`src/rtl/gprd_pkg.sv`:
```
// shared types, constants and decode functions for the gamepad report decoder
package gprd_pkg;

  localparam int unsigned REPORT_LEN = 8;
  localparam int unsigned POS_W      = $clog2(REPORT_LEN);
  localparam int unsigned BTN_W      = 14;
  localparam int unsigned ZONE_W     = 3;
  localparam int unsigned NUM_STICK  = 4;

  localparam logic [7:0] IDLE_PATTERN [REPORT_LEN] = '{
    8'h80, 8'h00, 8'h00, 8'h40, 8'h40, 8'h40, 8'h40, 8'h00
  };

  localparam logic [POS_W-1:0] LAST_POS = POS_W'(REPORT_LEN - 1);

  // byte 2 start/select codes
  localparam logic [7:0] CODE_START        = 8'h03;
  localparam logic [7:0] CODE_START_RIGHT  = 8'h07;
  localparam logic [7:0] CODE_START_LEFT   = 8'h0b;
  localparam logic [7:0] CODE_SELECT       = 8'h0c;
  localparam logic [7:0] CODE_SELECT_UP    = 8'h0d;
  localparam logic [7:0] CODE_SELECT_DOWN  = 8'h0e;

  localparam logic [BTN_W-1:0] BTN_START  = BTN_W'(14'h0001);
  localparam logic [BTN_W-1:0] BTN_SELECT = BTN_W'(14'h0002);
  localparam logic [BTN_W-1:0] BTN_UP     = BTN_W'(14'h0004);
  localparam logic [BTN_W-1:0] BTN_DOWN   = BTN_W'(14'h0008);
  localparam logic [BTN_W-1:0] BTN_RIGHT  = BTN_W'(14'h0010);
  localparam logic [BTN_W-1:0] BTN_LEFT   = BTN_W'(14'h0020);

  // stick thresholds
  localparam logic [7:0] STICK_NEUTRAL  = 8'h40;
  localparam logic [7:0] POS_HIGH_MIN   = 8'h71;
  localparam logic [7:0] POS_MID_MIN    = 8'h61;
  localparam logic [7:0] POS_LOW_MIN    = 8'h41;
  localparam logic [7:0] NEG_LOW_MIN    = 8'h20;
  localparam logic [7:0] NEG_MID_MIN    = 8'h10;

  localparam logic [ZONE_W-1:0] ZONE_NEUTRAL  = 3'd0;
  localparam logic [ZONE_W-1:0] ZONE_NEG_LOW  = 3'd1;
  localparam logic [ZONE_W-1:0] ZONE_NEG_MID  = 3'd2;
  localparam logic [ZONE_W-1:0] ZONE_NEG_HIGH = 3'd3;
  localparam logic [ZONE_W-1:0] ZONE_POS_LOW  = 3'd4;
  localparam logic [ZONE_W-1:0] ZONE_POS_MID  = 3'd5;
  localparam logic [ZONE_W-1:0] ZONE_POS_HIGH = 3'd6;

  typedef logic [NUM_STICK-1:0][ZONE_W-1:0] zones_t;

  // one complete report as passed from the collector to the decoder
  typedef struct packed {
    logic                      idle;
    logic [7:0]                btn_lo;
    logic [7:0]                btn_hi;
    logic [NUM_STICK-1:0][7:0] stick;
  } report_t;

  function automatic logic [ZONE_W-1:0] zone_of(input logic [7:0] b,
                                                input logic [ZONE_W-1:0] prev);
    logic [ZONE_W-1:0] z;
    if (b == STICK_NEUTRAL) begin
      z = ZONE_NEUTRAL;
    end else if (b[7]) begin
      z = prev;
    end else if (b >= POS_HIGH_MIN) begin
      z = ZONE_POS_HIGH;
    end else if (b >= POS_MID_MIN) begin
      z = ZONE_POS_MID;
    end else if (b >= POS_LOW_MIN) begin
      z = ZONE_POS_LOW;
    end else if (b >= NEG_LOW_MIN) begin
      z = ZONE_NEG_LOW;
    end else if (b >= NEG_MID_MIN) begin
      z = ZONE_NEG_MID;
    end else begin
      z = ZONE_NEG_HIGH;
    end
    return z;
  endfunction

  function automatic logic [BTN_W-1:0] decode_buttons(input logic [7:0] b1,
                                                      input logic [7:0] b2);
    logic [BTN_W-1:0] v;
    case (b2)
      CODE_START:       v = BTN_START;
      CODE_START_RIGHT: v = BTN_START | BTN_RIGHT;
      CODE_START_LEFT:  v = BTN_START | BTN_LEFT;
      CODE_SELECT:      v = BTN_SELECT;
      CODE_SELECT_UP:   v = BTN_SELECT | BTN_UP;
      CODE_SELECT_DOWN: v = BTN_SELECT | BTN_DOWN;
      default:          v = {8'h00, b2[3:0], 2'b00};
    endcase
    v[8:6]  = b2[6:4];
    v[13:9] = b1[4:0];
    return v;
  endfunction

endpackage

```
`src/rtl/gprd_if.sv`:
```
// valid/ready channel interfaces for received bytes and decoded reports
interface gprd_rx_if;
  logic       valid;
  logic       ready;
  logic [7:0] rx_byte;

  modport source (output valid, output rx_byte, input ready);
  modport sink   (input valid, input rx_byte, output ready);
endinterface

interface gprd_res_if;
  logic        valid;
  logic        ready;
  logic        idle_report;
  logic [13:0] buttons;
  logic [2:0]  left_x_zone;
  logic [2:0]  left_y_zone;
  logic [2:0]  right_x_zone;
  logic [2:0]  right_y_zone;
  logic [7:0]  raw_left_x;
  logic [7:0]  raw_left_y;
  logic [7:0]  raw_right_x;
  logic [7:0]  raw_right_y;

  modport source (output valid, output idle_report, output buttons,
                  output left_x_zone, output left_y_zone,
                  output right_x_zone, output right_y_zone,
                  output raw_left_x, output raw_left_y,
                  output raw_right_x, output raw_right_y,
                  input ready);
  modport sink   (input valid, input idle_report, input buttons,
                  input left_x_zone, input left_y_zone,
                  input right_x_zone, input right_y_zone,
                  input raw_left_x, input raw_left_y,
                  input raw_right_x, input raw_right_y,
                  output ready);
endinterface

```
`src/rtl/gprd_collect.sv`:
```
// byte collector: counts report position, gathers bytes, tracks idle match
module gprd_collect
  import gprd_pkg::*;
(
  input  logic          clk,
  input  logic          rst,
  gprd_rx_if.sink       rx,
  output logic          rpt_valid,
  input  logic          rpt_ready,
  output report_t       rpt
);

  logic [POS_W-1:0] pos;
  logic [7:0]       report_bytes [1:6];
  logic             idle_ok;
  logic             match;
  logic             accept;
  logic             last;

  assign match  = (rx.rx_byte == IDLE_PATTERN[pos]);
  assign last   = (pos == LAST_POS);
  // only the closing byte needs a free report slot
  assign rx.ready = !(last && rpt_valid && !rpt_ready);
  assign accept   = rx.valid && rx.ready;

  always_ff @(posedge clk) begin
    if (rst) begin
      pos       <= '0;
      idle_ok   <= 1'b1;
      rpt_valid <= 1'b0;
    end else begin
      if (accept) begin
        if (last) begin
          pos       <= '0;
          idle_ok   <= 1'b1;
        end else begin
          pos     <= pos + 1'b1;
          idle_ok <= (pos == '0) ? match : (idle_ok && match);
        end
      end
      if (accept && last) begin
        rpt_valid <= 1'b1;
      end else if (rpt_valid && rpt_ready) begin
        rpt_valid <= 1'b0;
      end
    end
  end

  always_ff @(posedge clk) begin
    if (accept && pos >= POS_W'(1) && pos <= POS_W'(6)) begin
      report_bytes[pos] <= rx.rx_byte;
    end
    if (accept && last) begin
      rpt.idle   <= idle_ok && match;
      rpt.btn_lo <= report_bytes[1];
      rpt.btn_hi <= report_bytes[2];
      rpt.stick  <= {report_bytes[6], report_bytes[5], report_bytes[4], report_bytes[3]};
    end
  end

`ifndef ASSERT_OFF
  a_last_wraps: assert property (@(posedge clk) disable iff (rst)
    accept && last |=> pos == '0 && rpt_valid)
    else $error("closing byte did not complete a report");
  a_rpt_holds: assert property (@(posedge clk) disable iff (rst)
    rpt_valid && !rpt_ready |=> rpt_valid && $stable(rpt))
    else $error("pending report changed before it was taken");
`endif

endmodule

```
`src/rtl/gprd_decode.sv`:
```
// report decoder: buttons, stick zones with hold, result register
module gprd_decode
  import gprd_pkg::*;
(
  input  logic          clk,
  input  logic          rst,
  input  logic          rpt_valid,
  output logic          rpt_ready,
  input  report_t       rpt,
  gprd_res_if.source    res
);

  zones_t           held;
  zones_t           held_next;
  logic             out_valid;
  logic             idle_r;
  logic [BTN_W-1:0] buttons_r;
  zones_t           zones_r;
  logic [NUM_STICK-1:0][7:0] raw_r;
  logic             take;

  assign rpt_ready = !out_valid || res.ready;
  assign take      = rpt_valid && rpt_ready;

  always_comb begin
    for (int i = 0; i < NUM_STICK; i++) begin
      held_next[i] = zone_of(rpt.stick[i], held[i]);
    end
  end

  always_ff @(posedge clk) begin
    if (rst) begin
      out_valid <= 1'b0;
      held      <= '0;
    end else begin
      if (take) begin
        out_valid <= 1'b1;
        // an idle report leaves the held zones alone
        if (!rpt.idle) begin
          held <= held_next;
        end
      end else if (res.ready) begin
        out_valid <= 1'b0;
      end
    end
  end

  always_ff @(posedge clk) begin
    if (take) begin
      idle_r    <= rpt.idle;
      buttons_r <= rpt.idle ? '0 : decode_buttons(rpt.btn_lo, rpt.btn_hi);
      zones_r   <= rpt.idle ? '0 : held_next;
      raw_r     <= rpt.stick;
    end
  end

  assign res.valid        = out_valid;
  assign res.idle_report  = idle_r;
  assign res.buttons      = buttons_r;
  assign res.left_x_zone  = zones_r[0];
  assign res.left_y_zone  = zones_r[1];
  assign res.right_x_zone = zones_r[2];
  assign res.right_y_zone = zones_r[3];
  assign res.raw_left_x   = raw_r[0];
  assign res.raw_left_y   = raw_r[1];
  assign res.raw_right_x  = raw_r[2];
  assign res.raw_right_y  = raw_r[3];

`ifndef ASSERT_OFF
  a_idle_clear: assert property (@(posedge clk) disable iff (rst)
    res.valid && res.idle_report |-> res.buttons == '0 && zones_r == '0)
    else $error("idle result carries buttons or zones");
  a_idle_keeps_held: assert property (@(posedge clk) disable iff (rst)
    take && rpt.idle |=> $stable(held))
    else $error("idle report disturbed the held zones");
  a_zone_tracks_held: assert property (@(posedge clk) disable iff (rst)
    take && !rpt.idle |=> zones_r == held)
    else $error("reported zones differ from held zones");
`endif

endmodule

```
`src/rtl/gamepad_report_decoder.sv`:
```
// top level of the gamepad report decoder
// Takes one received byte per cycle on rx and groups bytes into eight-byte
// reports counted from reset, with no resynchronisation. Each eighth byte
// closes a report, which passes to res through the report register of the
// collector and then the result register of the decoder. Bytes are accepted
// every cycle; rx stalls only when a closing byte arrives while both
// registers still hold untaken work. An idle-pattern report gives
// idle_report with buttons and zones zero and leaves the held stick zones
// as they were; raw stick bytes are always passed out.
module gamepad_report_decoder
  import gprd_pkg::*;
(
  input  logic       clk,
  input  logic       rst,
  gprd_rx_if.sink    rx,
  gprd_res_if.source res
);

  logic    rpt_valid;
  logic    rpt_ready;
  report_t rpt;

  gprd_collect u_collect (
    .clk       (clk),
    .rst       (rst),
    .rx        (rx),
    .rpt_valid (rpt_valid),
    .rpt_ready (rpt_ready),
    .rpt       (rpt)
  );

  gprd_decode u_decode (
    .clk       (clk),
    .rst       (rst),
    .rpt_valid (rpt_valid),
    .rpt_ready (rpt_ready),
    .rpt       (rpt),
    .res       (res)
  );

endmodule

```
`src/flat_wrapper.sv`:
```
// flat-port wrapper written by rule: the top's interface ports become plain ports
module gamepad_report_decoder_flat import gprd_pkg::*;
  (clk, rst, rx_valid, rx_rx_byte, rx_ready, res_valid, res_idle_report, res_buttons, res_left_x_zone, res_left_y_zone, res_right_x_zone, res_right_y_zone, res_raw_left_x, res_raw_left_y, res_raw_right_x, res_raw_right_y, res_ready);
  gprd_rx_if rx_i ();
  gprd_res_if res_i ();
  input  logic clk;
  input  logic rst;
  input wire logic [$bits(rx_i.valid)-1:0] rx_valid;
  input wire logic [$bits(rx_i.rx_byte)-1:0] rx_rx_byte;
  output wire logic [$bits(rx_i.ready)-1:0] rx_ready;
  output wire logic [$bits(res_i.valid)-1:0] res_valid;
  output wire logic [$bits(res_i.idle_report)-1:0] res_idle_report;
  output wire logic [$bits(res_i.buttons)-1:0] res_buttons;
  output wire logic [$bits(res_i.left_x_zone)-1:0] res_left_x_zone;
  output wire logic [$bits(res_i.left_y_zone)-1:0] res_left_y_zone;
  output wire logic [$bits(res_i.right_x_zone)-1:0] res_right_x_zone;
  output wire logic [$bits(res_i.right_y_zone)-1:0] res_right_y_zone;
  output wire logic [$bits(res_i.raw_left_x)-1:0] res_raw_left_x;
  output wire logic [$bits(res_i.raw_left_y)-1:0] res_raw_left_y;
  output wire logic [$bits(res_i.raw_right_x)-1:0] res_raw_right_x;
  output wire logic [$bits(res_i.raw_right_y)-1:0] res_raw_right_y;
  input wire logic [$bits(res_i.ready)-1:0] res_ready;
  assign rx_i.valid = rx_valid;
  assign rx_i.rx_byte = rx_rx_byte;
  assign rx_ready = rx_i.ready;
  assign res_valid = res_i.valid;
  assign res_idle_report = res_i.idle_report;
  assign res_buttons = res_i.buttons;
  assign res_left_x_zone = res_i.left_x_zone;
  assign res_left_y_zone = res_i.left_y_zone;
  assign res_right_x_zone = res_i.right_x_zone;
  assign res_right_y_zone = res_i.right_y_zone;
  assign res_raw_left_x = res_i.raw_left_x;
  assign res_raw_left_y = res_i.raw_left_y;
  assign res_raw_right_x = res_i.raw_right_x;
  assign res_raw_right_y = res_i.raw_right_y;
  assign res_i.ready = res_ready;
  gamepad_report_decoder u_core (.clk(clk), .rst(rst), .rx(rx_i), .res(res_i));
endmodule
```
`config.mk`:
```
export PLATFORM = sky130hd
export DESIGN_NAME = gamepad_report_decoder_flat
export DESIGN_NICKNAME = d
export VERILOG_FILES = /design/src/rtl/gprd_pkg.sv /design/src/rtl/gprd_if.sv /design/src/rtl/gprd_collect.sv /design/src/rtl/gprd_decode.sv /design/src/rtl/gamepad_report_decoder.sv /design/src/flat_wrapper.sv
export SDC_FILE = /design/constraint.sdc
export NUM_CORES = 1
export LEC_CHECK = 0
export ABC_AREA = 1
export BUFFER_PORTS_ARGS = -buffer_cell sky130_fd_sc_hd__buf_2
export CORE_MARGIN = 4
export CORE_UTILIZATION = 52
export DETAILED_ROUTE_END_ITERATION = 16
export HOLD_SLACK_MARGIN = 0.03
export PLACE_DENSITY_LB_ADDON = 0.15
export SYNTH_ARGS = -nofsm -noshare
export SYNTH_HDL_FRONTEND = slang
export SYNTH_SLANG_ARGS = --single-unit
```
`constraint.sdc`:
```
create_clock -name clk -period 3.5 [get_ports clk]
set_clock_uncertainty 0.05 [all_clocks]
set_input_delay 0.525 -clock clk [delete_from_list [all_inputs] [get_ports clk]]
set_output_delay 0.525 -clock clk [all_outputs]
set_load 0.01 [all_outputs]
```
; ---- After elaboration in Yosys (flattened, before gate mapping)
; Memory sizes are Yosys's and may differ from the RTL's. A register that Yosys moved wholly into a read port is not among the register bits.
; Index checks and enable logic that the tools add are counted.
; Widths: inputs -> output; s select.
[word_totals]
input_bits = 12
regBits = 78
mem_count = 2
ramBits = 48
elab_cells = 115
mem_bits_ro = 64
[classes]
n_mux = 40
n_addsub = 1
order_cmp = 23
n_eq_ne = 12
n_bitwise = 2
reduce_logical = 16
[memory_table]
columns = name, depth, width, rd, rd_ports_with_merged_regs, wr, line
row1 = (no name shown), 8, 8, 1, 0, 0, gprd_collect.sv:20  ; assign match = (rx.rx_byte == IDLE_PATTERN[pos]);
row2 = u_core.u_collect.report_bytes, 6, 8, 6, 6, 1, gprd_collect.sv:14  ; logic [7:0] report_bytes [1:6];
[ops]
columns = operator, n
row1 = $ge 8x7->1 const B, 12
row2 = $mux 3, 21
row3 = $pmux 6 s6, 1
row4 = $eq 8x4->1 const B, 4
row5 = $eq 8x7->1 const B, 4
row6 = $ge 8x5->1 const B, 4
row7 = $ge 8x6->1 const B, 4
row8 = $mux 8, 2
row9 = $mux 1, 12
row10 = $eq 8x2->1 const B, 1
row11 = $eq 8x3->1 const B, 1
row12 = $eq 8x8->1, 1
row13 = $logic_and 1x1->1, 8
row14 = $mux 2, 4
row15 = $ge 4x4->1 const B, 1
row16 = $not 3->4, 1
row17 = $reduce_bool 2->1, 2
row18 = $add 3x1->3 const B, 1
row19 = $eq 3x3->1 const B, 1
row20 = $ge 3x1->1 const B, 1
row21 = $le 3x3->1 const B, 1
row22 = $logic_not 1->1, 3
row23 = $logic_not 3->1, 1
row24 = $reduce_and 2->1, 1
row25 = 2 further kinds, 2

; ---- Logic depth before layout (Yosys ltp)
; Gate-level depths: netlist of run 1.
[logic_depth]
ltp_word = 10
depth_mapped = 11
mapped_depth_nobuf = 11

; ---- Cells and area by module
; A second synthesis of run 1 with hierarchy kept.
[unflattened]
hier_cells = 454
area_unflattened_um2 = 6326.1
[modules_own_cells]
columns = module, area_each_um2, seq_area_each_um2, cells_each, n_inst
row1 = gprd_collect, 3385.7, 3012.9, 173, 1
row2 = gprd_decode, 2940.3, 2031.9, 281, 1

; ---- Worst setup path after synthesis of run 1
; OpenSTA, ideal clock, no wires.
[synth_timing]
path_kind = input-to-reg
from = input res_ready
to = register u_core.u_decode.buttons_r[0], in the netlist u_core.u_decode.res.buttons[0] (enable)
n_path_buf = 0
setup_slack_ns = -0.083
t_arrival_ns = 3.056
setup_time_ns = 0.477
t_required_ns = 2.973
cell_stages = 2
path_cell_list = nor2_4 nor2_1
[synth_between]
elab_chain_len = 2
[synth_rtl]
columns = item, line
row1 = from (decl), flat_wrapper.sv:22  ; input wire logic [$bits(res_i.ready)-1:0] res_ready;
row2 = $logic_or 1x1->1, gprd_decode.sv:22  ; assign rpt_ready = !out_valid || res.ready;
row3 = $logic_and 1x1->1, gprd_decode.sv:23  ; assign take = rpt_valid && rpt_ready;
row4 = via u_core.u_decode.take, gprd_decode.sv:20  ; logic take;
row5 = to (signal assigned), gprd_decode.sv:51  ; buttons_r <= rpt.idle ? '0 : decode_buttons(rpt.btn_lo, rpt.btn_hi);
row6 = to (decl), gprd_decode.sv:17  ; logic [BTN_W-1:0] buttons_r;
; The timed path passes the listed nets, and every way through them passes these cells.
; A chain may end at the register's enable or synchronous reset.

; ---- Worst setup path after layout of run 1
[layout_timing]
from = register u_core.u_collect.pos[1]
to = register u_core.u_collect.rpt[9] (netlist name)
[layout_between]
elab_chain_len = 6
[layout_rtl]
columns = item, line
row1 = from (decl), gprd_collect.sv:13  ; logic [POS_W-1:0] pos;
row2 = from (signal assigned), gprd_collect.sv:37  ; pos <= pos + 1'b1;
row3 = $eq 3x3->1 (*), gprd_collect.sv:21  ; assign last = (pos == LAST_POS);
row4 = $logic_and 1x1->1 (2 in a row), gprd_collect.sv:23  ; assign rx.ready = !(last && rpt_valid && !rpt_ready);
row5 = $logic_not 1->1, gprd_collect.sv:23
row6 = $logic_and 1x1->1, gprd_collect.sv:24  ; assign accept = rx.valid && rx.ready;
row7 = $logic_and 1x1->1 (*), gprd_collect.sv:53  ; if (accept && last) begin
; Mark *: on every way between the ends. The rest lies on a longest branch, timed or not.

==> reports/qor.txt, run 1 <==
Number of H-tree branching levels -> 4
Length of the first detailed-routing pass in iterations -> 5
Share of post-route cells with drive strength above 1 -> 0.235
Vias in the first global route -> 3385
Congestion Overflow GR -> 0
Min-Delay Path Depth -> 2
Fin crit share -> 0.649
Required time at the worst-slack endpoint -> 3490 ps
Layout overhead on the synthesized area -> 17.9%
Clock tree from TritonCTS -> yes
Sum Neg Setup Slack -> 0 ps
Post-CTS Setup Bufs -> 0
Initial standard-cell utilization of the core -> 0.532
Max Buffers Root-to-Sink -> 2
Setup repair after global routing missed its margin -> no
Number of hold-slack violations in the final timing report -> 0
Avg WL per Cell -> 16.2 um
Dominant cell type by area after synthesis -> sky130_fd_sc_hd__edfxtp_1
Final std cells w/o fill -> 674
Library cells used by synthesis -> 30
Clock edge transition at the registers on the reported setup and hold paths -> 60 ps
Proportion of netlist area held by the largest area contributor -> 0.741
Count of state elements after synthesis -> 168
Number of clock sinks -> 168
Endpoint type of the worst setup path -> flop
Maximum single-stage delay on the critical path -> 700 ps
Remaining design rule violation count -> 0
Global placement routability congestion -> 0.890
Pin count of the biggest net entering global routing -> 60
Lkg Pwr -> 2.68 nW
Post-route ant nets -> 0
Count of antenna diodes in the layout -> 0
Port Buf Inserts -> 72
TritonCTS Buffers -> 17
DIE AREA -> 13500 um^2
Most instantiated cells after synthesis -> sky130_fd_sc_hd__edfxtp_1, sky130_fd_sc_hd__nand2_1, sky130_fd_sc_hd__nor2_1
Antenna violations before repair -> 0
Routed vias -> 3460
Highest ir drop seen on vdd -> 307 uV
Endpoint, Worst Hold -> u_core.u_collect.pos[1]
Boundary pin count -> 73
Critical Path Fanout Max -> 47
Number of buffers inserted by hold repair at cts -> 0
Per-instance average area after synthesis -> 14.1 um^2
Most frequent cell after synthesis -> sky130_fd_sc_hd__edfxtp_1
Count of cells resized by post-cts repair -> 0
Total nets after synthesis -> 449
Class of the most critical setup path -> flop to flop
Arrival time of data at the critical path endpoint -> 2260 ps
Number of DRC markers in iteration 0 -> 223
Placement Cell Area -> 6600 um^2
Startpoint of the most critical register-to-register path -> u_core.u_collect.pos[1]
Max-slew violation count -> 0
Transition time of the tightest slew-check pin -> 1040 ps
Upper clock frequency limit -> 0.440 GHz
CP cell instances -> ha_1 > ha_1 > nand2_2 > nand2_4 > inv_2 > nand2_2 > inv_2
Type of the worst min-delay path -> primary input to flop
Vias per Instance -> 5.13
Fraction of registers with async set or reset after synthesis -> 0
Count of nets after finishing -> 535
Proportion of synthesized chip area in sequential cells -> 0.800
Clock network latency to the later pin of the worst-skew pair -> 420 ps
CTS root buffer -> sky130_fd_sc_hd__clkbuf_16
Worst R2R End -> u_core.u_collect.rpt[9]
Top cells by area in the synthesized netlist -> sky130_fd_sc_hd__edfxtp_1, sky130_fd_sc_hd__dfxtp_1, sky130_fd_sc_hd__nand2_1, sky130_fd_sc_hd__nor2_1, sky130_fd_sc_hd__a21oi_1
Number of cells after detailed placement -> 642
Worst reg-to-reg path cell count -> 7
Global-route wire length before repair -> 17100 um
HPWL after detailed placement -> 7320 um
Reg2reg setup slack -> 1230 ps
Post-Syn Instances -> 432
Floorplan die height -> 116 um
All-layer global routing usage -> 0.171
Gate family responsible for the most delay along the worst path -> buffers and inverters
Die X -> 116 um
Total detailed-routing wirelength -> 10900 um
Max-capacitance violation count -> 0
PwrDens -> 559 nW/um^2
Number of enable flip-flop cells after synthesis -> 150
Slew headroom -> 0.307
Primary FF master, synth -> sky130_fd_sc_hd__edfxtp_1
Type of origin of the critical path -> flop
Result of the run -> complete, no violations
Critical path's slowest cell -> sky130_fd_sc_hd__inv_2
Area of the core -> 11400 um^2
Std cell rows -> 39
Combined buffer and inverter count along the critical path -> 2
Cell area after synthesis -> 6080 um^2
Hold path startpoint -> rst
Clock period minus worst slack -> 2270 ps
Warning count from the yosys run -> 0
Finished layout cell area -> 7170 um^2
Final number of setup-violating endpoints -> 0
[cell usage in the layout (no fill, tap or decap), drive strengths merged]
cell type and instances:
a311oi 2, nand2 71, o21ai 24, o2111ai 1, a31oi 2, nor2 54, a21oi 27, nand3 19
o22ai 1, nor4 1, or2 2, clkinv 7, clkbuf 19, inv 42, dfxtp 18, edfxtp 150
nor3 5, ha 5, clkinvlp 5, xor2 1, buf 73, bufinv 2
[per-stage QoR]
stage | total power, mW | utilization | hold slack, ps | setup WS, ps
finish | 4.01 | 0.628 | 279 | 1230
global route | 4.15 | 0.628 | 300 | 1070
CTS | 4.04 | 0.628 | 269 | 1200
detailed placement | 2.29 | 0.578 | 355 | 1240
global placement | 2.28 | 0.578 | 354 | 1310
floorplan | 2.25 | - | 350 | 940
[cell families after synthesis]
family                     share of synthesized area
and+or+nand+nor                                0.107
buffers and inverters                         0.0313
DFF                                            0.800
AOI/OAI and AO/OA                             0.0494
xor gates and xnor gates                     0.00144
adders and majority gates                     0.0103
[worst max-delay path by stage]
stage,start,end,cells after the start
6_report,u_core.u_collect.pos[1],u_core.u_collect.rpt[9],7
5_1_grt,u_core.u_collect.pos[1],u_core.u_collect.rpt[29],7
4_1_cts,u_core.u_collect.pos[1],u_core.u_collect.rpt[29],7
3_5_place_dp,u_core.u_collect.pos[1],u_core.u_collect.rpt[10],7
3_3_place_gp,u_core.u_collect.pos[1],u_core.u_collect.rpt[25],7
2_1_floorplan,res_ready,u_core.u_decode.res.buttons[0],2
[worst register-to-register path, delay by kind of cell, from the launching register on]
family / cells / cell delay [ps]
simple gates: 3 / 250
buf+inv: 2 / 760
fa+ha+maj: 2 / 450
flops: 1 / 360
[per-layer routing]
metal,track usage,vias to the layer above,wire length (um)
met2,0.286,100,5740
met5,0,-,0
li1,-,1691,-
met1,0.214,1657,4510
met4,0.0727,0,116
met3,0.0435,12,568
[cell type report]
class / count / area (um^2)
Inverter: 43 / 161
Clock inverter: 13 / 131
Clock buffer: 19 / 433
Fill cell: 855 / 4250
Timing Repair Buffer: 73 / 368
Sequential cell: 168 / 4860
Tap cell: 143 / 179
Multi-Input combinational cell: 215 / 1030
[state kept, by name, summed over array words and instances, names as in the netlist, 3 cells and up]
signal                            flops
u_core.u_decode.held                 12
u_core.u_decode.res.raw_left_x        8
u_core.u_decode.res.buttons          14
u_core.u_decode.res.raw_left_y        8
u_core.u_decode.res.right_x_zone      3
u_core.u_decode.res.left_x_zone       3
u_core.u_collect.pos                  3
u_core.u_decode.res.right_y_zone      3
u_core.u_decode.res.raw_right_x       8
u_core.u_decode.res.left_y_zone       3
u_core.u_collect.rpt                 46
u_core.u_decode.res.raw_right_y       8
u_core.u_collect.report_bytes        45
[power breakdown]
part | total [mW] | switching, mW | internal [mW]
clock network | 1.77 | 0.725 | 1.04
logic | 0.0621 | 0.0446 | 0.0175
registers | 2.18 | 0.00616 | 2.17
(Power assumes the default switching activity.)
==> run 2, diff against run 1 <==
CORE_UTILIZATION = 57   (was 52)
clock period = 2.15 ns   (was 3.5 ns; I/O delays follow)
==> reports/qor.txt, run 2 (same netlist as run 1, synthesis figures left out) <==
Min-Delay Path Depth -> 3 (+1)
Number of cells after detailed placement -> 645 (+0.47%)
Class of the most critical setup path -> flop to primary output
Layout overhead on the synthesized area -> 19.6%
Flip-flop count of the largest register, all copies and words added -> 46 (unchanged)
Most frequent cells in the layout -> sky130_fd_sc_hd__edfxtp_1, sky130_fd_sc_hd__buf_2, sky130_fd_sc_hd__nand2_1
Required time at the worst-slack endpoint -> 1780 ps (-1710 ps)
Vias in the first global route -> 3493 (+3.2%)
Pin count of the biggest net entering global routing -> 35 (-42%)
Lkg Pwr -> 2.75 nW (+2.9%)
Vias per Instance -> 5.18 (+0.90%)
GR Layer Usage met2 -> 0.314 (+0.0283)
Initial standard-cell utilization of the core -> 0.586 (+0.0538)
CTS root buffer -> sky130_fd_sc_hd__clkbuf_8
Share of post-route cells with drive strength above 1 -> 0.258 (+0.0229)
Arrival time of data at the critical path endpoint -> 1640 ps (-620 ps)
Startpoint of the most critical register-to-register path -> u_core.u_collect.pos[1]
Clock edge transition at the registers on the reported setup and hold paths -> 70 ps (about the same)
Global routing usage on met3 -> 0.0546 (+0.0111)
Congestion Overflow GR -> 0 (unchanged)
Length of the first detailed-routing pass in iterations -> 5 (unchanged)
Number of DRC markers in iteration 0 -> 205 (-8.1%)
Post-CTS Setup Bufs -> 0 (unchanged)
Critical Path Fanout Max -> 6 (-87%)
Met1 usage in global routing -> 0.209 (-0.00432)
Transition time of the tightest slew-check pin -> 668 ps (-372 ps)
Area of the core -> 10400 um^2 (-9.2%)
Number of hold-slack violations in the final timing report -> 0 (unchanged)
Post-route ant nets -> 0 (unchanged)
Highest ir drop seen on vdd -> 591 uV (+93%)
TritonCTS Buffers -> 17 (unchanged)
Slew headroom -> 0.555 (+0.248)
Endpoint type of the worst setup path -> primary output
Final Worst Setup Slack -> 140 ps (-1090 ps)
Final number of setup-violating endpoints -> 0 (unchanged)
Max-capacitance violation count -> 0 (unchanged)
DIE AREA -> 12400 um^2 (-8.2%)
Max-slew violation count -> 0 (unchanged)
Die X -> 111 um (-4.2%)
Most common cell after layout, fill and taps aside -> sky130_fd_sc_hd__edfxtp_1
Clock period minus worst slack -> 2010 ps
Final std cells w/o fill -> 678 (+0.59%)
Worst slack at placement -> 145 ps (-1090 ps)
Result of the run -> complete, no violations
Worst R2R End -> u_core.u_collect.report_bytes[2][3]
HPWL after detailed placement -> 7120 um (-2.8%)
Upper clock frequency limit -> 0.497 GHz
Std cell rows -> 37 (-5.1%)
Type of the worst min-delay path -> primary input to flop
Number of H-tree branching levels -> 4 (unchanged)
Routed vias -> 3512 (+1.5%)
Sum Neg Setup Slack -> 0 ps (unchanged)
Number of clock sinks -> 168 (unchanged)
Antenna violations before repair -> 0 (unchanged)
Most utilized layer in the global route result -> met2
Global placement routability congestion -> 0.846 (-4.9%)
Clock network latency to the later pin of the worst-skew pair -> 520 ps (+100 ps)
Reg2reg setup slack -> 190 ps (-1040 ps)
Hold path startpoint -> rx_valid
Launching instance or port of the critical path -> u_core.u_collect.pos[1]
Final core utilization -> 0.701 (+0.0735)
Setup repair after global routing missed its margin -> no
Type of origin of the critical path -> flop
Floorplan die height -> 111 um (-4.2%)
PwrDens -> 891 nW/um^2 (+59%)
Largest Register -> u_core.u_collect.rpt
Endpoint, Worst Hold -> u_core.u_collect.pos[1]
Port Buf Inserts -> 72 (unchanged)
Worst reg-to-reg path cell count -> 8 (+1)
Boundary pin count -> 73 (unchanged)
Avg WL per Cell -> 15.6 um (-4.0%)
Total detailed-routing wirelength -> 10500 um (-3.5%)
Fin crit share -> 0.935
Global-route wire length before repair -> 17000 um (-0.57%)
All-layer global routing usage -> 0.181 (+0.0103)
Count of antenna diodes in the layout -> 0 (unchanged)
Clock tree from TritonCTS -> yes
Count of nets after finishing -> 546 (+2.1%)
Remaining design rule violation count -> 0 (unchanged)
Max Buffers Root-to-Sink -> 2 (unchanged)
==> run 2: cell types whose count changed in the layout (fill, tap and decap cells not counted), moves of 2 or more <==
cell | previous run | this run
sky130_fd_sc_hd__buf_4 | 1 | 10
sky130_fd_sc_hd__bufinv_16 | 2 | 0
sky130_fd_sc_hd__clkbuf_8 | 0 | 3
sky130_fd_sc_hd__clkinv_1 | 4 | 1
sky130_fd_sc_hd__clkinvlp_4 | 5 | 3
sky130_fd_sc_hd__inv_6 | 0 | 3
==> run 2: metal layers <==
metal	routed length, um	part of all wire
met5	0	0
met2	5400	0.51
met4	177	0.017
met3	664	0.063
met1	4300	0.41
==> run 2: area by class of cell <==
class,count,area [um^2]
inverters,43,161
clock inverters,10,81.3
repair buffers,84,465
multi-input cells,215,1030
clock buffers,22,495
fillers,697,3100
flip-flops and latches,168,4860
well taps,136,170
==> run 2: how the worst max path moves through the flow <==
stage / end / slack [ps] / depth (start not counted)
after floorplan: u_core.u_collect.rpt[0] / 150 / 7
after global placement: u_core.u_collect.report_bytes[1][0] / 220 / 7
after detailed placement: u_core.u_collect.report_bytes[1][0] / 150 / 7
after CTS: u_core.u_collect.report_bytes[1][0] / 130 / 7
after global routing: u_core.u_collect.report_bytes[5][7] / 30 / 8
final: rx_ready / 140 / 4
==> run 2: where the power goes <==
| group | leakage (nW) | total [mW] | internal (mW) | switching, mW |
|---|---|---|---|---|
| sequential | 1.50 | 3.55 | 3.54 | 0.0101 |
| clock | 0.275 | 2.83 | 1.64 | 1.19 |
| combinational | 0.980 | 0.104 | 0.0317 | 0.0723 |
| total | 2.75 | 6.48 | 5.21 | 1.27 |
==> run 2: critical path, stage by stage (launching register included) <==
cell,delay (ps)
sky130_fd_sc_hd__dfxtp_1,440
sky130_fd_sc_hd__ha_1,200
sky130_fd_sc_hd__ha_1,230
sky130_fd_sc_hd__nand2_2,100
sky130_fd_sc_hd__buf_2,150
==> run 2: per-stage QoR <==
step | hold WS [ps] | area [um^2] | total power, mW
after floorplan | 342 | 6090 | 3.67
after global placement | 352 | 6680 | 3.72
after detailed placement | 355 | 6680 | 3.72
after CTS | 39.7 | 7270 | 6.54
after global routing | 56.8 | 7270 | 6.72
final | 61.8 | 7270 | 6.48
==> run 2: what timing repair did <==
item,in CTS,in global routing
endpoints found under the hold margin,3,0
endpoints found under the setup margin,0,5
gates resized for setup,0,1
hold buffers,1,0
